**config.mk**
```make
export PLATFORM = sky130hd
export DESIGN_NAME = d2s_div
export DESIGN_NICKNAME = d
export VERILOG_FILES = /design/src/sv/d2s_div.sv
export SDC_FILE = /design/constraint.sdc
export NUM_CORES = 1
export LEC_CHECK = 0
export BUFFER_PORTS_ARGS = -buffer_cell sky130_fd_sc_hd__buf_2
export CORE_MARGIN = 8
export CORE_UTILIZATION = 55
export CTS_CLUSTER_SIZE = 25
export DETAILED_ROUTE_END_ITERATION = 16
export PLACE_DENSITY = 0.81
export SLEW_MARGIN = 20
export SYNTH_ARGS = -nofsm -noshare
export SYNTH_HDL_FRONTEND = slang
export SYNTH_SLANG_ARGS = --single-unit
```
**constraint.sdc**
```tcl
create_clock -name i_clk -period 2.8 [get_ports i_clk]
set_input_delay 0.56 -clock i_clk [delete_from_list [all_inputs] [get_ports i_clk]]
set_output_delay 0.56 -clock i_clk [all_outputs]
set_load 0.05 [all_outputs]
```
**src/sv/d2s_div.sv**
```systemverilog
// Iterative restoring divider, one quotient bit per cycle
module d2s_div #(
    parameter int W = 17
) (
    input  logic         i_clk,
    input  logic         i_rst_n,
    input  logic         i_start,
    input  logic [W-1:0] i_dividend,
    input  logic [W-1:0] i_divisor,
    output logic         o_done,
    output logic [W-1:0] o_quot,
    output logic [W-1:0] o_rem
);
    localparam int CNTW = $clog2(W + 1);

    logic [CNTW-1:0] r_cnt;
    logic            r_done;
    logic [W-1:0]    r_rem;
    logic [W-1:0]    r_quot;
    logic [W-1:0]    r_dvs;
    logic [W:0]      trial;

    assign trial = {r_rem, r_quot[W-1]} - {1'b0, r_dvs};

    always_ff @(posedge i_clk) begin
        if (!i_rst_n) begin
            r_cnt  <= '0;
            r_done <= 1'b0;
        end else begin
            r_done <= 1'b0;
            if (i_start) begin
                r_cnt <= CNTW'(W);
            end else if (r_cnt != '0) begin
                r_cnt <= r_cnt - 1'b1;
                if (r_cnt == CNTW'(1)) begin
                    r_done <= 1'b1;
                end
            end
        end
    end

    always_ff @(posedge i_clk) begin
        if (i_start) begin
            r_rem  <= '0;
            r_quot <= i_dividend;
            r_dvs  <= i_divisor;
        end else if (r_cnt != '0) begin
            if (!trial[W]) begin
                r_rem  <= trial[W-1:0];
                r_quot <= {r_quot[W-2:0], 1'b1};
            end else begin
                r_rem  <= {r_rem[W-2:0], r_quot[W-1]};
                r_quot <= {r_quot[W-2:0], 1'b0};
            end
        end
    end

    assign o_done = r_done;
    assign o_quot = r_quot;
    assign o_rem  = r_rem;
endmodule

```
==> qor.yml, run 1 <==
wl_mm: 7.695
die_w_um: 93.28
worstPathArrival_ns: 2.89
drive_gt1_frac: 0.3203
io_buffers: 71
timing.fmax_ghz: 0.3745
slew_headroom: 0.5709
ios: 72
remaining_drc_errors: 0
ys_top_cells_by_area: "edfxtp_1, dfxtp_1, ha_1, mux2_2, xnor2_1"
start_util: 0.5614
clockRootBuffer: "clkbuf_8"
path_buf_inv: 1
ys_ff_latch: 57
grt_pass1_wl_mm: 12.97
cp-start-kind: "flip-flop"
pwr-share-seq: 0.332
leakagePower_nw: 1.702
swShare: 0.4375
std_cell_rows: 28
hp-class: "in2reg"
cp-end-kind: "flip-flop"
cts_tree: "yes"
finalCritPeriodShare: 0.9536
drt_pass1_iterations: 4
grt-ovfl-total: 0
synth_area_mm2: 0.003284
power_switching_mw: 1.545
viasPerCell: 5.514
track_usage: 0.1881
cap_violations: 0
cp.required_ns: 3.02
dp_hpwl_mm: 5.809
critPathSlowestCell: "ha_1"
grt_pass1_vias: 2707
fill_cells: 498
tightestPinTransition_ns: 0.6429
numCtsBuffers: 9
syn_nets: 379
yosysSeqAreaShare: 0.4510
floorplan.die.height_um: 93.28
status: "complete, no violations"
setup.worst_path.class: "reg2reg"
antenna_found_initial: 0
setup_viol: 0
syn_avg_cell_area_um2: 10.20
yosysTopAreaCell: "edfxtp_1"
max_stage_delay_ns: 0.43
total_power_mw: 3.532
clkPwrFrac: 0.184
ys.flop_type: "edfxtp_1"
critPathTopFamily: "compound AO/OA/AOI/OAI gates"
design.core.area_mm2: 0.005851
clockBufferDepth: 2
htree_levels: 3
insertedDiodeCount: 0
ys_types: 49
wl_per_cell_um: 15.90
drt-initial-drc-count: 127
finalHoldViolCount: 0
p_per_area_mw_per_mm2: 890.1
async_reset_ff_frac: 0
layout_min_cycle_time_ns: 2.670
num_vias: 2669
synth_top_area_share: 0.3109
cts_sinks: 57
skew_ns: 0.008774
placed_cells_incl_taps: 461
synth_edf_count: 34
syn_to_final_growth_pct: 20.80
synth_warnings: 0
instances_no_fill: 484
gp_congestion: 0.8858
syn_inst: 322
clk_pin_slew_ns: 0.07
placed_cell_area_mm2: 0.003712
final_area_mm2: 0.003968
pwr-share-comb: 0.484
drtAntennaViolNets: 0
ir_worst_vdd_mv: 0.5921
worstSkewPairLatency_ns: 0.34
crit_path_max_fanout: 9
dieArea_mm2: 0.008700
worstPathCellList: "ha_1, o21ai_0, a21oi_1, a221o_1, a211o_4, xnor2_4, buf_8, nor3_1, a2111oi_1"
slew_violations: 0
grt_max_degree: 26
p_int_mw: 1.987
nets: 461
==> registers in the layout, indices dropped and copies added (netlist names) <==
register and flops:
o_quot 17, o_rem 17, r_dvs 17, r_cnt 5, o_done 1
==> area by class of cell <==
| type | count | area (um2) | share of cell area |
|---|---|---|---|
| tap | 75 | 93.84 | 0.02365 |
| timing repair buffer | 86 | 483.0 | 0.1217 |
| inverter | 25 | 93.84 | 0.02365 |
| clock inverter | 6 | 35.03 | 0.008830 |
| multi-input combinational | 225 | 1649 | 0.4156 |
| clock buffer | 10 | 127.6 | 0.03217 |
| sequential | 57 | 1485 | 0.3743 |
==> through the flow <==
stage	setup slack (ns)	hold slack, ns	setup TNS [ns]	util
after global placement	0.2505	0.4661	0	0.6345
after floorplan	0.004288	0.4412	0	-
after CTS	0.1137	0.3705	0	0.6623
after global routing	-0.006440	0.3662	-0.006440	0.6781
final	0.1300	0.3889	0	0.6781
after detailed placement	0.1430	0.4692	0	0.6345
==> kinds of logic after synthesis <==
logic type / share of synthesized area
AND/OR/NAND/NOR: 0.1272
AO/OA/AOI/OAI: 0.1711
flip-flops: 0.4510
buffers and inverters: 0.05448
adder cells (fa/ha/maj): 0.07848
multiplexers: 0.06400
XOR/XNOR: 0.05372
==> what timing repair did <==
item                                    4_1_cts  5_1_grt
endpoints found under the setup margin        0        7
setup buffers                                 0        7
gates resized for setup                       0       10
endpoints found under the hold margin         0        0
hold buffers                                  0        0
==> layer usage <==
layer | track usage | wire length [um] | vias to the layer above
li1 | - | - | 1340
met1 | 0.2336 | 3337 | 1234
met2 | 0.2850 | 3577 | 81
met3 | 0.06571 | 621 | 14
met4 | 0.08993 | 158 | 0
met5 | 0 | 0 | -
==> path summary, 6_finish.rpt <==
path              cells after the start    startpoint  slack (ns)       end
setup / recovery                      9     o_rem[12]        0.13  o_rem[2]
hold / removal                        1  i_divisor[0]        0.39  r_dvs[0]
setup reg to reg                      9     o_rem[12]        0.13  o_rem[2]
hold reg to reg                       1      r_cnt[3]        0.48    o_done
==> synthesized netlist by cell type, types with 3 or more instances <==
cell type / n
ha_1: 19
clkbuf_1: 9
a31oi_1: 4
a21oi_1: 14
mux2i_1: 3
o211ai_1: 3
nand3_1: 3
nor2_1: 33
mux2_2: 16
o21a_1: 8
o311ai_0: 3
nand4_1: 3
dfxtp_1: 23
a2111oi_1: 7
nand2_1: 22
o21ai_0: 12
a21oi_2: 3
buf_6: 3
xnor2_1: 15
nor3_1: 11
inv_1: 25
nor2b_1: 5
a211oi_1: 3
nor4_1: 4
edfxtp_1: 34
nand2b_1: 5
==> cells in the final DEF (no fill, tap or decap), types with 8 or more instances in the layout <==
master / netlist / layout
edfxtp_1: 34 / 34
dfxtp_1: 23 / 20
mux2_2: 16 / 16
inv_1: 25 / 25
nor2_1: 33 / 33
o21ai_0: 12 / 12
nor3_1: 11 / 11
xnor2_1: 15 / 15
o21a_1: 8 / 8
buf_2: 2 / 71
buf_4: 1 / 13
a21oi_1: 14 / 14
ha_1: 19 / 17
nand2_1: 22 / 21
clkbuf_8: 0 / 9
==> power by group through the flow <==
stage          sequential [mW]  clock [mW]  combinational, mW
2_1_floorplan             1.58           0              0.878
3_5_place_dp              1.19           0               1.62
5_1_grt                   1.20       0.706               1.86
6_report                  1.17       0.650               1.71
3_3_place_gp              1.18           0               1.59
4_1_cts                   1.17       0.668               1.62
No activity file was read; power rests on OpenSTA's default activity.
==> inputs of run 2 (changes only) <==
--- a/config.mk
+++ b/config.mk
@@ -7,9 +7,9 @@
 export LEC_CHECK = 0
+export ABC_AREA = 1
 export BUFFER_PORTS_ARGS = -buffer_cell sky130_fd_sc_hd__buf_2
 export CORE_MARGIN = 8
-export CORE_UTILIZATION = 55
+export CORE_UTILIZATION = 56
 export CTS_CLUSTER_SIZE = 25
 export DETAILED_ROUTE_END_ITERATION = 16
-export PLACE_DENSITY = 0.81
-export SLEW_MARGIN = 20
+export PLACE_DENSITY = 0.8
 export SYNTH_ARGS = -nofsm -noshare
==> constraint.sdc (replaced) <==
create_clock -name i_clk -period 2.8 [get_ports i_clk]
set_input_delay 0.28 -clock i_clk [delete_from_list [all_inputs] [get_ports i_clk]]
set_output_delay 0.28 -clock i_clk [all_outputs]
set_load 0.05 [all_outputs]
==> run 2 against run 1 <==
Against the previous run:
- area after synthesis up 17%
- clock-buffer cell count up 1
- worst hold slack worse by 0.29 ns
- final cell count up 41%
- combinational power up 26%
- total power up 18%
- core utilization down 1.8 points
==> qor.yml, run 2 <==
status: "complete, no violations"
async_reset_ff_frac: 0
crit_path_max_fanout: 18
cts_setup_buffers: 0
leakagePower_nw: 2.572
syn_inst: 527
ff_latch_area_mm2: 0.001481
clockBufferDepth: 2
numCtsBuffers: 9
yosysMostFrequentCell: "nand2_1"
swShare: 0.4868
ir_worst_vdd_mv: 0.5105
dp_hpwl_mm: 7.064
multi_input_area_mm2: 0.001846
wl_mm: 9.648
skew_ns: 0.008565
viasPerCell: 5.176
synth_area_mm2: 0.003855
worstSkewPairLatency_ns: 0.35
setup.worst_path.end: "o_rem[15]"
power_switching_mw: 2.020
yosysSeqAreaShare: 0.3843
reg2reg_from: "o_rem[3]"
final_area_mm2: 0.004433
num_vias: 3535
grt_max_degree: 39
syn_avg_cell_area_um2: 7.315
hp-class: "in2reg"
drive_gt1_frac: 0.2123
ys_top_cells_by_area: "edfxtp_1, nand2_1, dfxtp_1, inv_1, ha_1"
start_util: 0.5737
std_cell_rows: 30
io_buffers: 71
die_w_um: 98.97
timing.fmax_ghz: 0.4659
grt_pass1_vias: 3582
design.core.area_mm2: 0.006719
syn_to_final_growth_pct: 15.00
fin_tns_setup_ns: 0
reg2regPathDepth: 13
dpl_worst_slack_ns: 0.6957
drtAntennaViolNets: 0
floorplan.die.height_um: 98.97
slew_headroom: 0.5328
htree_levels: 3
slew_violations: 0
gp_congestion: 0.9167
setup_viol: 0
cap_violations: 0
startpoint: "o_rem[3]"
final_common_cell: "nand2_1"
ys.flop_type: "edfxtp_1"
cp-start-kind: "flip-flop"
synth_commonest_cells: "nand2_1, inv_1, nand3_1"
synth_warnings: 0
worstPathArrival_ns: 2.40
finalHoldViolCount: 0
track_usage: 0.2062
finalWorstSetupSlack_ns: 0.6537
clockRootBuffer: "clkbuf_8"
placed_cell_area_mm2: 0.004237
holdWs_ns: 0.09980
wl_per_cell_um: 14.13
drt-initial-drc-count: 270
pwr-share-comb: 0.521
remaining_drc_errors: 0
p_int_mw: 2.130
nets: 655
pwr-share-seq: 0.288
cts_sinks: 57
fill_cells: 561
clkPwrFrac: 0.191
final_cell_mix: "nand2_1, inv_1, buf_2"
cp-end-kind: "flip-flop"
grt_pass1_wl_mm: 16.27
total_power_mw: 4.150
ys_ff_latch: 57
cp.required_ns: 3.05
synth_top_area_share: 0.2648
p_per_area_mw_per_mm2: 936.1
holdBufCountCts: 0
tightestPinTransition_ns: 0.6991
layout_min_cycle_time_ns: 2.146
insertedDiodeCount: 0
finalCritPeriodShare: 0.7666
rsz0062_at_grt: "no"
dieArea_mm2: 0.009795
synth_edf_count: 34
r2r_slack_ns: 0.65
ys_types: 31
cts_tree: "yes"
setup.worst_path.class: "reg2reg"
drt_pass1_iterations: 4
clk_pin_slew_ns: 0.07
yosysTopAreaCell: "edfxtp_1"
ios: 72
syn_nets: 584
grt-ovfl-total: 0
ctsResizeCount: 0
antenna_found_initial: 0
r2r_end: "o_rem[15]"
-- run 2: metal layers --
metal | track usage | up-vias | part of all wire
met4 | 0.09563 | 0 | 0.036
li1 | - | 1768 | -
met3 | 0.07188 | 36 | 0.089
met5 | 0 | - | 0
met1 | 0.2374 | 1585 | 0.43
met2 | 0.3352 | 146 | 0.45
-- run 2: area by class of cell --
type / instances / area share
clock buffer: 11 / 0.03189
clock inverter: 5 / 0.01242
inverter: 115 / 0.09738
multi-input combinational: 341 / 0.4163
sequential: 57 / 0.3342
tap: 80 / 0.02258
timing repair buffer: 74 / 0.08524
-- run 2: worst min path at each step --
stage,startpoint,endpoint,cells past startpoint
CTS,i_divisor[15],r_dvs[15],1
floorplan,i_divisor[0],r_dvs[0],0
finish,i_divisor[4],r_dvs[4],1
detailed placement,r_cnt[4],o_done,1
global route,i_divisor[15],r_dvs[15],1
global placement,r_cnt[4],o_done,1
-- run 2: cells by family (layout without fill, tap and decap cells) --
group / count (synthesis) / after routing / synth area share
xor gates and xnor gates: 9 / 9 / 0.02045
AOI/OAI and AO/OA: 30 / 30 / 0.03927
and+or+nand+nor: 282 / 282 / 0.3522
DFF: 57 / 57 / 0.3843
buffers and inverters: 129 / 205 / 0.1370
adders and majority gates: 20 / 20 / 0.06686
-- run 2: power by group through the flow --
stage          Sequential, mW  Combinational [mW]  Clock [mW]
6_report                 1.19                2.16       0.794
5_1_grt                  1.21                2.38       0.831
4_1_cts                  1.19                2.15       0.794
3_5_place_dp             1.21                2.13           0
3_3_place_gp             1.20                2.09           0
2_1_floorplan            1.61                1.30           0
-- run 2: stage by stage --
stage	std cells	utilization
final	683	0.6598
after global routing	683	0.6598
after CTS	683	0.6598
after detailed placement	667	0.6305
after global placement	667	0.6305
after floorplan	527	-
-- run 2: worst max-delay path, stage by stage, from the launching register on --
cell and delay [ns]:
dfxtp_1 0.36, ha_1 0.39, nand2_2 0.13, inv_1 0.04, nand2_1 0.07, nand2_1 0.06
nand2_1 0.09, nand3_2 0.11, nand2_4 0.13, nand3_4 0.25, nand3_1 0.18, nand3_1 0.11
nand2_1 0.08, inv_1 0.04
